File: config.mk
export PLATFORM = sky130hd
export DESIGN_NAME = api_frame_receiver
export DESIGN_NICKNAME = d
export VERILOG_FILES = /design/src/afr_pkg.sv /design/src/api_frame_receiver.sv
export SDC_FILE = /design/constraint.sdc
export NUM_CORES = 1
export LEC_CHECK = 0
export BUFFER_PORTS_ARGS = -buffer_cell sky130_fd_sc_hd__buf_2
export CORE_MARGIN = 2
export CORE_UTILIZATION = 50
export DETAILED_ROUTE_END_ITERATION = 8
export PLACE_DENSITY_LB_ADDON = 0.12
export SYNTH_ARGS = -nofsm -noshare
export SYNTH_HDL_FRONTEND = slang
export SYNTH_SLANG_ARGS = --single-unit
export TNS_END_PERCENT = 30
File: constraint.sdc
create_clock -name clk -period 4.8 [get_ports clk]
set_input_delay 0.96 -clock clk [delete_from_list [all_inputs] [get_ports clk]]
set_output_delay 0.96 -clock clk [all_outputs]
set_load 0.02 [all_outputs]
File: src/afr_pkg.sv
package afr_pkg;

    localparam int STATUS_W = 2;
    localparam int BYTE_W = 8;
    localparam int TIMEOUT_W = 16;
    localparam int INDEX_W = 6;

    // The buffer index wraps at this depth, as does byte_index.
    localparam int STORE_DEPTH = 64;
    localparam int DATA_DEPTH_DEFAULT = 64;

    // Count width that holds a data count up to one beyond the store depth.
    localparam int COUNT_W = 7;

    localparam logic [BYTE_W-1:0] START_BYTE = 8'h7E;
    localparam logic [BYTE_W-1:0] GOOD_SUM = 8'hFF;
    localparam logic [TIMEOUT_W-1:0] TIMEOUT_RESET = 16'd7000;

    localparam logic [STATUS_W-1:0] ST_OK = 2'd0;
    localparam logic [STATUS_W-1:0] ST_CHECKSUM = 2'd1;
    localparam logic [STATUS_W-1:0] ST_TIMEOUT = 2'd2;
    localparam logic [STATUS_W-1:0] ST_LENGTH = 2'd3;

    typedef enum logic [2:0] {
        PH_HUNT   = 3'd0,
        PH_LEN_HI = 3'd1,
        PH_LEN_LO = 3'd2,
        PH_TYPE   = 3'd3,
        PH_DATA   = 3'd4,
        PH_CHECK  = 3'd5
    } phase_t;

    typedef enum logic [1:0] {
        RD_IDLE = 2'd0,
        RD_READ = 2'd1,
        RD_LOAD = 2'd2
    } rd_state_t;

endpackage

File: src/api_frame_receiver.sv
// An error or status-only result is in the output register in the cycle after the
// transfer that causes it. Buffered data comes out one byte at a time (memory read,
// then output load), starting after the checksum transfer; each load waits on out_stall.
// Throughput: one input transfer per cycle; input stalls while buffered data bytes
// are read out, and while a held result waits on out_stall.
// Reset (rst_n, asynchronous, active low): hunting, timeout register 7000, buffer not reset.
module api_frame_receiver #(
    parameter int DATA_DEPTH = afr_pkg::DATA_DEPTH_DEFAULT
) (
    input  logic                             clk,
    input  logic                             rst_n,

    input  logic                             in_valid,
    output logic                             in_stall,
    input  logic                             func,
    input  logic [afr_pkg::BYTE_W-1:0]       rx_byte,

    output logic                             out_valid,
    input  logic                             out_stall,
    output logic [afr_pkg::STATUS_W-1:0]     status,
    output logic [afr_pkg::BYTE_W-1:0]       frame_type,
    output logic                             data_valid,
    output logic [afr_pkg::BYTE_W-1:0]       data_byte,
    output logic [afr_pkg::INDEX_W-1:0]      byte_index,
    output logic                             last,

    input  logic                             cfg_valid,
    output logic                             cfg_ready,
    input  logic [afr_pkg::TIMEOUT_W-1:0]    cfg_data
);

    import afr_pkg::*;

    // Frame parsing state.
    phase_t                 phase_reg, phase_next;
    logic [TIMEOUT_W-1:0]   frame_len_reg, frame_len_next;
    logic [COUNT_W-1:0]     data_count_reg, data_count_next;
    logic [COUNT_W-1:0]     bytes_seen_reg, bytes_seen_next;
    logic [BYTE_W-1:0]      type_byte_reg, type_byte_next;
    logic [BYTE_W-1:0]      running_sum_reg, running_sum_next;
    logic [TIMEOUT_W-1:0]   idle_count_reg, idle_count_next;
    logic [TIMEOUT_W-1:0]   timeout_reg;

    // Readout sequencer.
    rd_state_t              rd_state_reg, rd_state_next;
    logic [COUNT_W-1:0]     rd_idx_reg, rd_idx_next;

    // Output register.
    logic                   out_valid_reg, out_valid_next;
    logic [STATUS_W-1:0]    status_reg, status_next;
    logic [BYTE_W-1:0]      frame_type_reg, frame_type_next;
    logic                   data_valid_reg, data_valid_next;
    logic [BYTE_W-1:0]      data_byte_reg, data_byte_next;
    logic [INDEX_W-1:0]     byte_index_reg, byte_index_next;
    logic                   last_reg, last_next;
    logic                   res_load;

    // Data buffer.
    logic [BYTE_W-1:0]      store_mem [STORE_DEPTH];
    logic [BYTE_W-1:0]      mem_q_reg;
    logic                   mem_we;
    logic                   mem_re;

    logic                   accept;
    logic                   out_free;
    logic [TIMEOUT_W-1:0]   len_full;
    logic [TIMEOUT_W-1:0]   idle_inc;
    logic [COUNT_W-1:0]     seen_inc;
    logic [BYTE_W-1:0]      sum_add;

    // The output register is free when empty or when its result is taken this cycle.
    assign out_free = !out_valid_reg || !out_stall;
    assign accept   = in_valid && !in_stall;

    assign len_full = {frame_len_reg[TIMEOUT_W-1:BYTE_W], rx_byte};
    assign idle_inc = idle_count_reg + 16'd1;
    assign seen_inc = bytes_seen_reg + 7'd1;
    assign sum_add  = running_sum_reg + rx_byte;

    // Configuration is always ready; the user must write it only while idle, unchecked.
    always_ff @(posedge clk or negedge rst_n)
    begin
        if (!rst_n)
        begin
            timeout_reg <= TIMEOUT_RESET;
        end
        else if (cfg_valid && cfg_ready)
        begin
            timeout_reg <= cfg_data;
        end
    end

    // Handshake and memory control.
    always_comb
    begin
        cfg_ready = 1'b1;
        // Inputs wait during readout and whenever a result could not be loaded.
        in_stall  = (rd_state_reg != RD_IDLE) || !out_free;
        mem_we    = accept && !func && (phase_reg == PH_DATA);
        mem_re    = (rd_state_reg == RD_READ);
    end

    // Next state of the parser, the readout sequencer and the output register.
    always_comb
    begin
        phase_next       = phase_reg;
        frame_len_next   = frame_len_reg;
        data_count_next  = data_count_reg;
        bytes_seen_next  = bytes_seen_reg;
        type_byte_next   = type_byte_reg;
        running_sum_next = running_sum_reg;
        idle_count_next  = idle_count_reg;
        rd_state_next    = rd_state_reg;
        rd_idx_next      = rd_idx_reg;

        res_load         = 1'b0;
        status_next      = status_reg;
        frame_type_next  = frame_type_reg;
        data_valid_next  = data_valid_reg;
        data_byte_next   = data_byte_reg;
        byte_index_next  = byte_index_reg;
        last_next        = last_reg;

        if (accept)
        begin
            if (func)
            begin
                // A tick counts idle time only inside a frame. The count wrapping to
                // zero is treated as a timeout as well.
                if (phase_reg inside {PH_LEN_HI, PH_LEN_LO, PH_TYPE, PH_DATA, PH_CHECK})
                begin
                    if ((idle_inc >= timeout_reg) || (idle_inc == '0))
                    begin
                        res_load        = 1'b1;
                        status_next     = ST_TIMEOUT;
                        frame_type_next = '0;
                        data_valid_next = 1'b0;
                        data_byte_next  = '0;
                        byte_index_next = '0;
                        last_next       = 1'b1;
                        phase_next      = PH_HUNT;
                        idle_count_next = '0;
                    end
                    else
                    begin
                        idle_count_next = idle_inc;
                    end
                end
            end
            else
            begin
                idle_count_next = '0;
                case (phase_reg)
                    PH_LEN_HI:
                    begin
                        frame_len_next = {rx_byte, {BYTE_W{1'b0}}};
                        phase_next     = PH_LEN_LO;
                    end
                    PH_LEN_LO:
                    begin
                        frame_len_next = len_full;
                        // A zero length or more data than the buffer allows is refused.
                        if ((len_full == '0) ||
                            ((len_full - 16'd1) > TIMEOUT_W'(DATA_DEPTH)))
                        begin
                            res_load        = 1'b1;
                            status_next     = ST_LENGTH;
                            frame_type_next = '0;
                            data_valid_next = 1'b0;
                            data_byte_next  = '0;
                            byte_index_next = '0;
                            last_next       = 1'b1;
                            phase_next      = PH_HUNT;
                        end
                        else
                        begin
                            data_count_next = len_full[COUNT_W-1:0] - 7'd1;
                            phase_next      = PH_TYPE;
                        end
                    end
                    PH_TYPE:
                    begin
                        type_byte_next   = rx_byte;
                        running_sum_next = rx_byte;
                        bytes_seen_next  = '0;
                        phase_next       = (data_count_reg == '0) ? PH_CHECK : PH_DATA;
                    end
                    PH_DATA:
                    begin
                        running_sum_next = sum_add;
                        bytes_seen_next  = seen_inc;
                        if (seen_inc >= data_count_reg)
                        begin
                            phase_next = PH_CHECK;
                        end
                    end
                    PH_CHECK:
                    begin
                        running_sum_next = sum_add;
                        phase_next       = PH_HUNT;
                        if (sum_add != GOOD_SUM)
                        begin
                            res_load        = 1'b1;
                            status_next     = ST_CHECKSUM;
                            frame_type_next = type_byte_reg;
                            data_valid_next = 1'b0;
                            data_byte_next  = '0;
                            byte_index_next = '0;
                            last_next       = 1'b1;
                        end
                        else if (data_count_reg == '0)
                        begin
                            res_load        = 1'b1;
                            status_next     = ST_OK;
                            frame_type_next = type_byte_reg;
                            data_valid_next = 1'b0;
                            data_byte_next  = '0;
                            byte_index_next = '0;
                            last_next       = 1'b1;
                        end
                        else
                        begin
                            rd_state_next = RD_READ;
                            rd_idx_next   = '0;
                        end
                    end
                    default:
                    begin
                        // Hunting, and any unused phase code behaves as hunting.
                        phase_next = PH_HUNT;
                        if (rx_byte == START_BYTE)
                        begin
                            phase_next = PH_LEN_HI;
                        end
                    end
                endcase
            end
        end

        // Readout: read one buffer entry, then load it into the output register.
        case (rd_state_reg)
            RD_READ:
            begin
                rd_state_next = RD_LOAD;
            end
            RD_LOAD:
            begin
                if (out_free)
                begin
                    res_load        = 1'b1;
                    status_next     = ST_OK;
                    frame_type_next = type_byte_reg;
                    data_valid_next = 1'b1;
                    data_byte_next  = mem_q_reg;
                    byte_index_next = rd_idx_reg[INDEX_W-1:0];
                    last_next       = ((rd_idx_reg + 7'd1) == data_count_reg);
                    rd_idx_next     = rd_idx_reg + 7'd1;
                    rd_state_next   = last_next ? RD_IDLE : RD_READ;
                end
            end
            default:
            begin
            end
        endcase

        out_valid_next = res_load || (out_valid_reg && out_stall);
    end

    always_ff @(posedge clk or negedge rst_n)
    begin
        if (!rst_n)
        begin
            phase_reg       <= PH_HUNT;
            frame_len_reg   <= '0;
            data_count_reg  <= '0;
            bytes_seen_reg  <= '0;
            type_byte_reg   <= '0;
            running_sum_reg <= '0;
            idle_count_reg  <= '0;
            rd_state_reg    <= RD_IDLE;
            rd_idx_reg      <= '0;
            out_valid_reg   <= 1'b0;
        end
        else
        begin
            phase_reg       <= phase_next;
            frame_len_reg   <= frame_len_next;
            data_count_reg  <= data_count_next;
            bytes_seen_reg  <= bytes_seen_next;
            type_byte_reg   <= type_byte_next;
            running_sum_reg <= running_sum_next;
            idle_count_reg  <= idle_count_next;
            rd_state_reg    <= rd_state_next;
            rd_idx_reg      <= rd_idx_next;
            out_valid_reg   <= out_valid_next;
        end
    end

    // Result payload holds while the result waits.
    always_ff @(posedge clk)
    begin
        if (res_load)
        begin
            status_reg     <= status_next;
            frame_type_reg <= frame_type_next;
            data_valid_reg <= data_valid_next;
            data_byte_reg  <= data_byte_next;
            byte_index_reg <= byte_index_next;
            last_reg       <= last_next;
        end
    end

    // Data buffer with a registered read port. The index wraps at the store depth.
    always_ff @(posedge clk)
    begin
        if (mem_we)
        begin
            store_mem[bytes_seen_reg[INDEX_W-1:0]] <= rx_byte;
        end
        if (mem_re)
        begin
            mem_q_reg <= store_mem[rd_idx_reg[INDEX_W-1:0]];
        end
    end

    assign out_valid  = out_valid_reg;
    assign status     = status_reg;
    assign frame_type = frame_type_reg;
    assign data_valid = data_valid_reg;
    assign data_byte  = data_byte_reg;
    assign byte_index = byte_index_reg;
    assign last       = last_reg;

endmodule
* After elaboration in Yosys (flattened, before gate mapping)
Memory sizes are Yosys's and may differ from the RTL's. A register that Yosys moved wholly into a read port is not among the register bits. Cells that the tools add are included. W data, S select, Z words.
Cells by class: add/subtract/negate cells 6, order comparisons 3, equal/unequal tests 13, multiplexer cells 101, bitwise operators 3, reduce and logical (&&, ||, !) cells 29
Operator list (number):
- $mux W8 | 18
- $mux W6 | 9
- $mux W7 | 7
- $mux W16 | 3
- $pmux W8 S2 | 3
- $logic_not A16 Y1 | 2
- $mux W1 | 32
- $mux W2 | 16
- $pmux W16 S2 | 1
- $add A16 B1 Y16 const B | 1
- $ge A16 B16 Y1 | 1
- $gt A16 B7 Y1 const B | 1
- $sub A16 B1 Y16 const B | 1
- $pmux W3 S5 | 1
- $add A7 B1 Y7 const B | 2
- $pmux W7 S2 | 1
- $mux W3 | 4
- $pmux W6 S2 | 1
- $reduce_and A4 Y1 | 3
- $reduce_and A3 Y1 | 3
- $add A8 B8 Y8 | 1
- $eq A8 B7 Y1 const B | 1
- $ne A8 B8 Y1 const B | 1
- $pmux W2 S2 | 2
- other kinds (20) | 40
Word-level totals: flip-flop bits (word level) 109, RAM bits 512, output and inout port bits 29, logic and storage cells 173, memories 1
Memories:
- store_mem | depth 64, width 8, read ports 1, clocked after Yosys merged registers in 1, write ports 1, line api_frame_receiver.sv:59 | logic [BYTE_W-1:0] store_mem [STORE_DEPTH];

* Depth between registers and ports, before layout
word-level depth 10, mapped depth 17, gate-level depth less buffers 14

* Least setup slack after synthesis
No wires, ideal clock.
path kind input to register, start point in rx_byte[0] (netlist name), end point reg byte_index_reg[0] (netlist: byte_index[0]), enable pin, library setup time 0.443 ns, arrival 3.776 ns, required time 4.357 ns, slack 0.581 ns, cell stages on the path 10, path buffers 0, path through ha_1 -> fa_1 -> a211oi_1 -> nor2_1 -> xor2_1 -> nand4_1 -> or4_1 -> a211o_1 -> nand2_1 -> nand2_1
On the way: cells in the longest elaborated chain, start to end 9, elaborated cells between the ends (all ways) 13
RTL lines:
- start, declared | line api_frame_receiver.sv:16 | input logic [afr_pkg::BYTE_W-1:0] rx_byte,
- $sub A16 B1 Y16 | line api_frame_receiver.sv:164 | ((len_full - 16'd1) > TIMEOUT_W'(DATA_DEPTH)))
- $gt A16 B7 Y1 | line api_frame_receiver.sv:164
- $logic_or A1 B1 Y1 | line api_frame_receiver.sv:163 | if ((len_full == '0) ||
- $mux W1 | line api_frame_receiver.sv:163
- $pmux W1 S2 (*) | line api_frame_receiver.sv:153 | case (phase_reg)
- $mux W1 (*) | line api_frame_receiver.sv:126 | if (func)
- $mux W1 (*) | line api_frame_receiver.sv:124 | if (accept)
- $mux W1 | line api_frame_receiver.sv:248 | if (out_free)
- $mux W1 (*) | line api_frame_receiver.sv:241 | case (rd_state_reg)
- via res_load | line api_frame_receiver.sv:56 | logic res_load;
- end signal, assigned | line api_frame_receiver.sv:308 | byte_index_reg <= byte_index_next;
- end, declared | line api_frame_receiver.sv:54 | logic [INDEX_W-1:0] byte_index_reg, byte_index_next;
Mark *: on every way through the listed nets, which the timed path passes. The rest lies on a longest branch. A chain may end at the register's enable or synchronous reset.

* Worst setup path in the final report
start point reg idle_count_reg[0], end point reg byte_index_reg[0] (netlist: byte_index[0]) (data pin)
On the way: cells in the longest elaborated chain, start to end 9, elaborated cells between the ends (all ways) 10
RTL lines:
- start, declared | line api_frame_receiver.sv:41 | logic [TIMEOUT_W-1:0] idle_count_reg, idle_count_next;
- start signal, assigned | line api_frame_receiver.sv:292 | idle_count_reg <= idle_count_next;
- $add A16 B1 Y16 (*) | line api_frame_receiver.sv:76 | assign idle_inc = idle_count_reg + 16'd1;
- $ge A16 B16 Y1 or $logic_not A16 Y1 (tied branches) | line api_frame_receiver.sv:132 | if ((idle_inc >= timeout_reg) || (idle_inc == '0))
- $logic_or A1 B1 Y1 (*) | line api_frame_receiver.sv:132
- $mux W6 (*) | line api_frame_receiver.sv:132
- $mux W6 (*) | line api_frame_receiver.sv:130 | if (phase_reg inside {PH_LEN_HI, PH_LEN_LO, PH_TYPE, PH_DATA, PH_CHECK})
- $mux W6 (*) | line api_frame_receiver.sv:126
- $mux W6 (*) | line api_frame_receiver.sv:124
- $mux W6 | line api_frame_receiver.sv:248
- $mux W6 (*) | line api_frame_receiver.sv:241
- via byte_index_next[0] | line api_frame_receiver.sv:54
Marks and branches as above.

==> results.yml <==
run_status:
  status: "complete, no violations"
synth:
  synthArstFlopShare_pct: 13.2
  syn_area_per_cell_um2: 17.5
  synth_edf_count: 546
  netlist_area_mm2: 0.0266
  synth_cell_types: 71
  netlist.area_leader.share_pct: 61.6
  ys_warn_count: 0
  synth_area_leaders: "edfxtp_1 (62%), mux4_2 (14%), dfrtp_1 (7.1%), ha_1 (2.0%), nor2_1 (1.6%)"
  synth.yosys.seq_area_share_pct: 69.5
  ys.flop_type: "edfxtp_1"
  synth_area_leader_cell: "edfxtp_1"
  ys_ff_latch: 629
  synth_fp_nets: 1593
  syn_inst: 1520
sta:
  grt_setup_unrepaired: "false"
  tns_ns: 0
  finalSetupViolCount: 0
  max_freq_ghz: 0.231
  clock_skew_ns: 0.0172
  period_needed_ns: 4.33
  tightest_slew_ns: 1.14
  fin_ws_ns: 0.474
  hold_viol: 0
  period_share_pct: 90.1
  drv_slew: 0
  relSlewSlack_pct: 24.1
clock_network:
  clock_latency_ns: 0.59
  clkSinkCount: 629
  htreeDepth: 3
  cts_buffers: 67
  clock-root-buffer: "clkbuf_16"
  clk_pin_slew_ns: 0.06
  clockBufferDepth: 3
  cts_tree: "built"
  cts_hold_buffers: 0
worst_setup_path:
  required_ns: 5.23
  crit_path_top_delay_cell: "dfrtp_1"
  path_class: "register to register"
  endpoint_kind: "register"
  critical-path-max-stage-delay_ns: 0.49
  path_max_fanout: 16
  arrival_ns: 4.76
  cp_cell_sequence: "ha_1 > and4_1 > nand4_1 > xnor2_1 > ha_1 > a21o_1 > a211o_1 > a2111oi_0 > o21ai_0 > o21ai_1 > o21ai_0 > buf_4 > and2_2 > a211oi_2"
  startpoint_type: "register"
die:
  dieArea_mm2: 0.0551
  boundaryPins: 59
  die_y_um: 235
  fp.dieW_um: 235
  rows: 84
  initial_utilization_pct: 50.6
  core_mm2: 0.0526
global_route:
  gr-total-overflow: 0
  grt_pass1_vias: 14400
  grt_pass1_wl_um: 93300
  antenna_found_initial: 1
  grt_usage_pct: 22.6
  grt_max_degree: 85
power_and_ir_drop:
  ir_worst_vdd_v: 0.000322
  p_leak_nw: 10.4
  power.density_mw_per_mm2: 516
layout:
  antenna_cells: 0
  design_area_mm2: 0.0303
  multiInputGateArea_mm2: 0.00765
  utilization_pct: 57.6
  fill_cells: 3997
  finalNonFillerCells: 2394
  layout.nets: 1730
  drive_above_1_share_pct: 26.3
  largest_reg_flops: 512
  regArea_mm2: 0.0185
  area_growth_pct: 13.8
place:
  port_buffers: 57
  hpwl_um: 39700
  place_ws_ns: 0.282
  gp_congestion: 0.853
  dp_cells: 2276
  place_area_mm2: 0.0282
detailed_routing:
  drt_iter0_drc: 1353
  postRouteAntennaNets: 0
  drc: 0
  first_pass_iters: 6
  vias: 14400
  wl_per_cell_um: 25.8
  wl_um: 61900
  routed_via_density: 6.02
hold_path:
  hold_class: "input pin to asynchronous set/reset pin"
run:
  maxCapViolCount: 0
## metrics by stage
| step | power, mW | hold WS [ns] |
|---|---|---|
| after floorplan | 9.43 | 0.446 |
| after global placement | 10.8 | 0.477 |
| after detailed placement | 10.8 | 0.481 |
| after CTS | 15.8 | 0.332 |
| after global routing | 16.3 | 0.355 |
| final | 15.6 | 0.333 |
## kinds of logic (layout without fill, tap and decap cells)
kind of cell	count (synthesis)	after routing	share of synthesized area, %
AO/OA/AOI/OAI	164	164	4.28
XOR/XNOR	40	40	1.32
adder cells (fa/ha/maj)	43	43	2.05
buffers and inverters	117	303	1.77
flip-flops	629	629	69.5
multiplexers	197	197	15.4
other	1	1	0.0141
AND/OR/NAND/NOR	329	329	5.73
## layout by cell type (no fill, tap or decap), types with 4 or more instances in the layout
cell type,Yosys,routed
edfxtp_1,546,546
mux4_2,168,168
nor2_1,110,110
nand2_1,107,107
buf_4,1,89
dfrtp_1,76,72
clkbuf_16,0,71
buf_2,3,56
o21ai_0,45,45
ha_1,42,42
inv_1,36,36
nand3_1,27,27
a21oi_1,27,27
xnor2_1,26,26
clkbuf_1,50,24
nand4_1,18,18
mux2i_1,18,18
xor2_1,14,14
a21o_1,11,11
a21oi_2,11,11
nor3_1,10,10
mux2_2,10,10
a211oi_1,9,9
or3_1,8,8
nor4_1,8,8
a211o_1,8,8
a32o_1,7,7
clkinv_1,0,7
clkinv_2,0,7
dfstp_2,7,7
and3_1,6,6
a22o_1,6,6
o21bai_1,5,5
o22ai_1,5,5
nor2b_1,5,5
nand2b_1,5,5
or4_1,4,4
a2111oi_0,4,4
clkbuf_8,0,4
buf_12,0,4
## worst max-delay path: cells and delay by family (launching register included)
| family | cells | cell delay (ns) |
|---|---|---|
| compound gates | 7 | 1.77 |
| buf+inv | 1 | 0.20 |
| simple gates | 3 | 0.78 |
| flops | 1 | 0.49 |
| fa+ha+maj | 2 | 0.69 |
| xor+xnor | 1 | 0.24 |
## cell type report
type	count	share of cell area, %
Tap cell	688	2.84
Clock buffer	99	6.35
Multi-Input combinational cell	774	25.3
Inverter	36	0.446
Timing Repair Buffer	149	3.40
Sequential cell	629	61.1
Clock inverter	19	0.583
## power breakdown
group          switching [mW]  leakage [nW]  internal [mW]
logic                    2.12          3.46           1.94
clock network            2.07          1.02           2.89
registers               0.369          5.95           6.23
## synthesized netlist by cell type, types with 8 or more instances
master    count
buf_1        23
nand4_1      18
mux2_2       10
a211oi_1      9
a21oi_1      27
mux4_2      168
a211o_1       8
nor4_1        8
nand2_1     107
ha_1         42
a21oi_2      11
a21o_1       11
mux2i_1      18
o21ai_0      45
clkbuf_1     50
inv_1        36
nor2_1      110
edfxtp_1    546
nor3_1       10
xor2_1       14
xnor2_1      26
dfrtp_1      76
nand3_1      27
or3_1         8
## worst paths after layout
kind / from / end / slack, ns / depth (start not counted)
min: rst_n / out_valid / 0.33 / 1
max: idle_count_reg[0] / byte_index[0] / 0.47 / 14
max reg2reg: idle_count_reg[0] / byte_index[0] / 0.47 / 14
min reg2reg: type_byte_reg[5] / type_byte_reg[5] / 0.50 / 2
min in group clk: type_byte_reg[5] / type_byte_reg[5] / 0.50 / 2
max in group asynchronous: rst_n / idle_count_reg[14] / 3.43 / 2
## metal layers
| metal | track usage [%] | share of wire (%) |
|---|---|---|
| met3 | 3.32 | 5.7 |
| met2 | 34.6 | 47 |
| met4 | 5.56 | 1.5 |
| met5 | 0 | 0.021 |
| met1 | 34.6 | 46 |
## timing repair
action                     4_1_cts  5_1_grt
gates resized for setup          0        1
setup endpoints to repair        0        7
buffers inserted                 0        0
No activity file was read; power rests on OpenSTA's default activity.
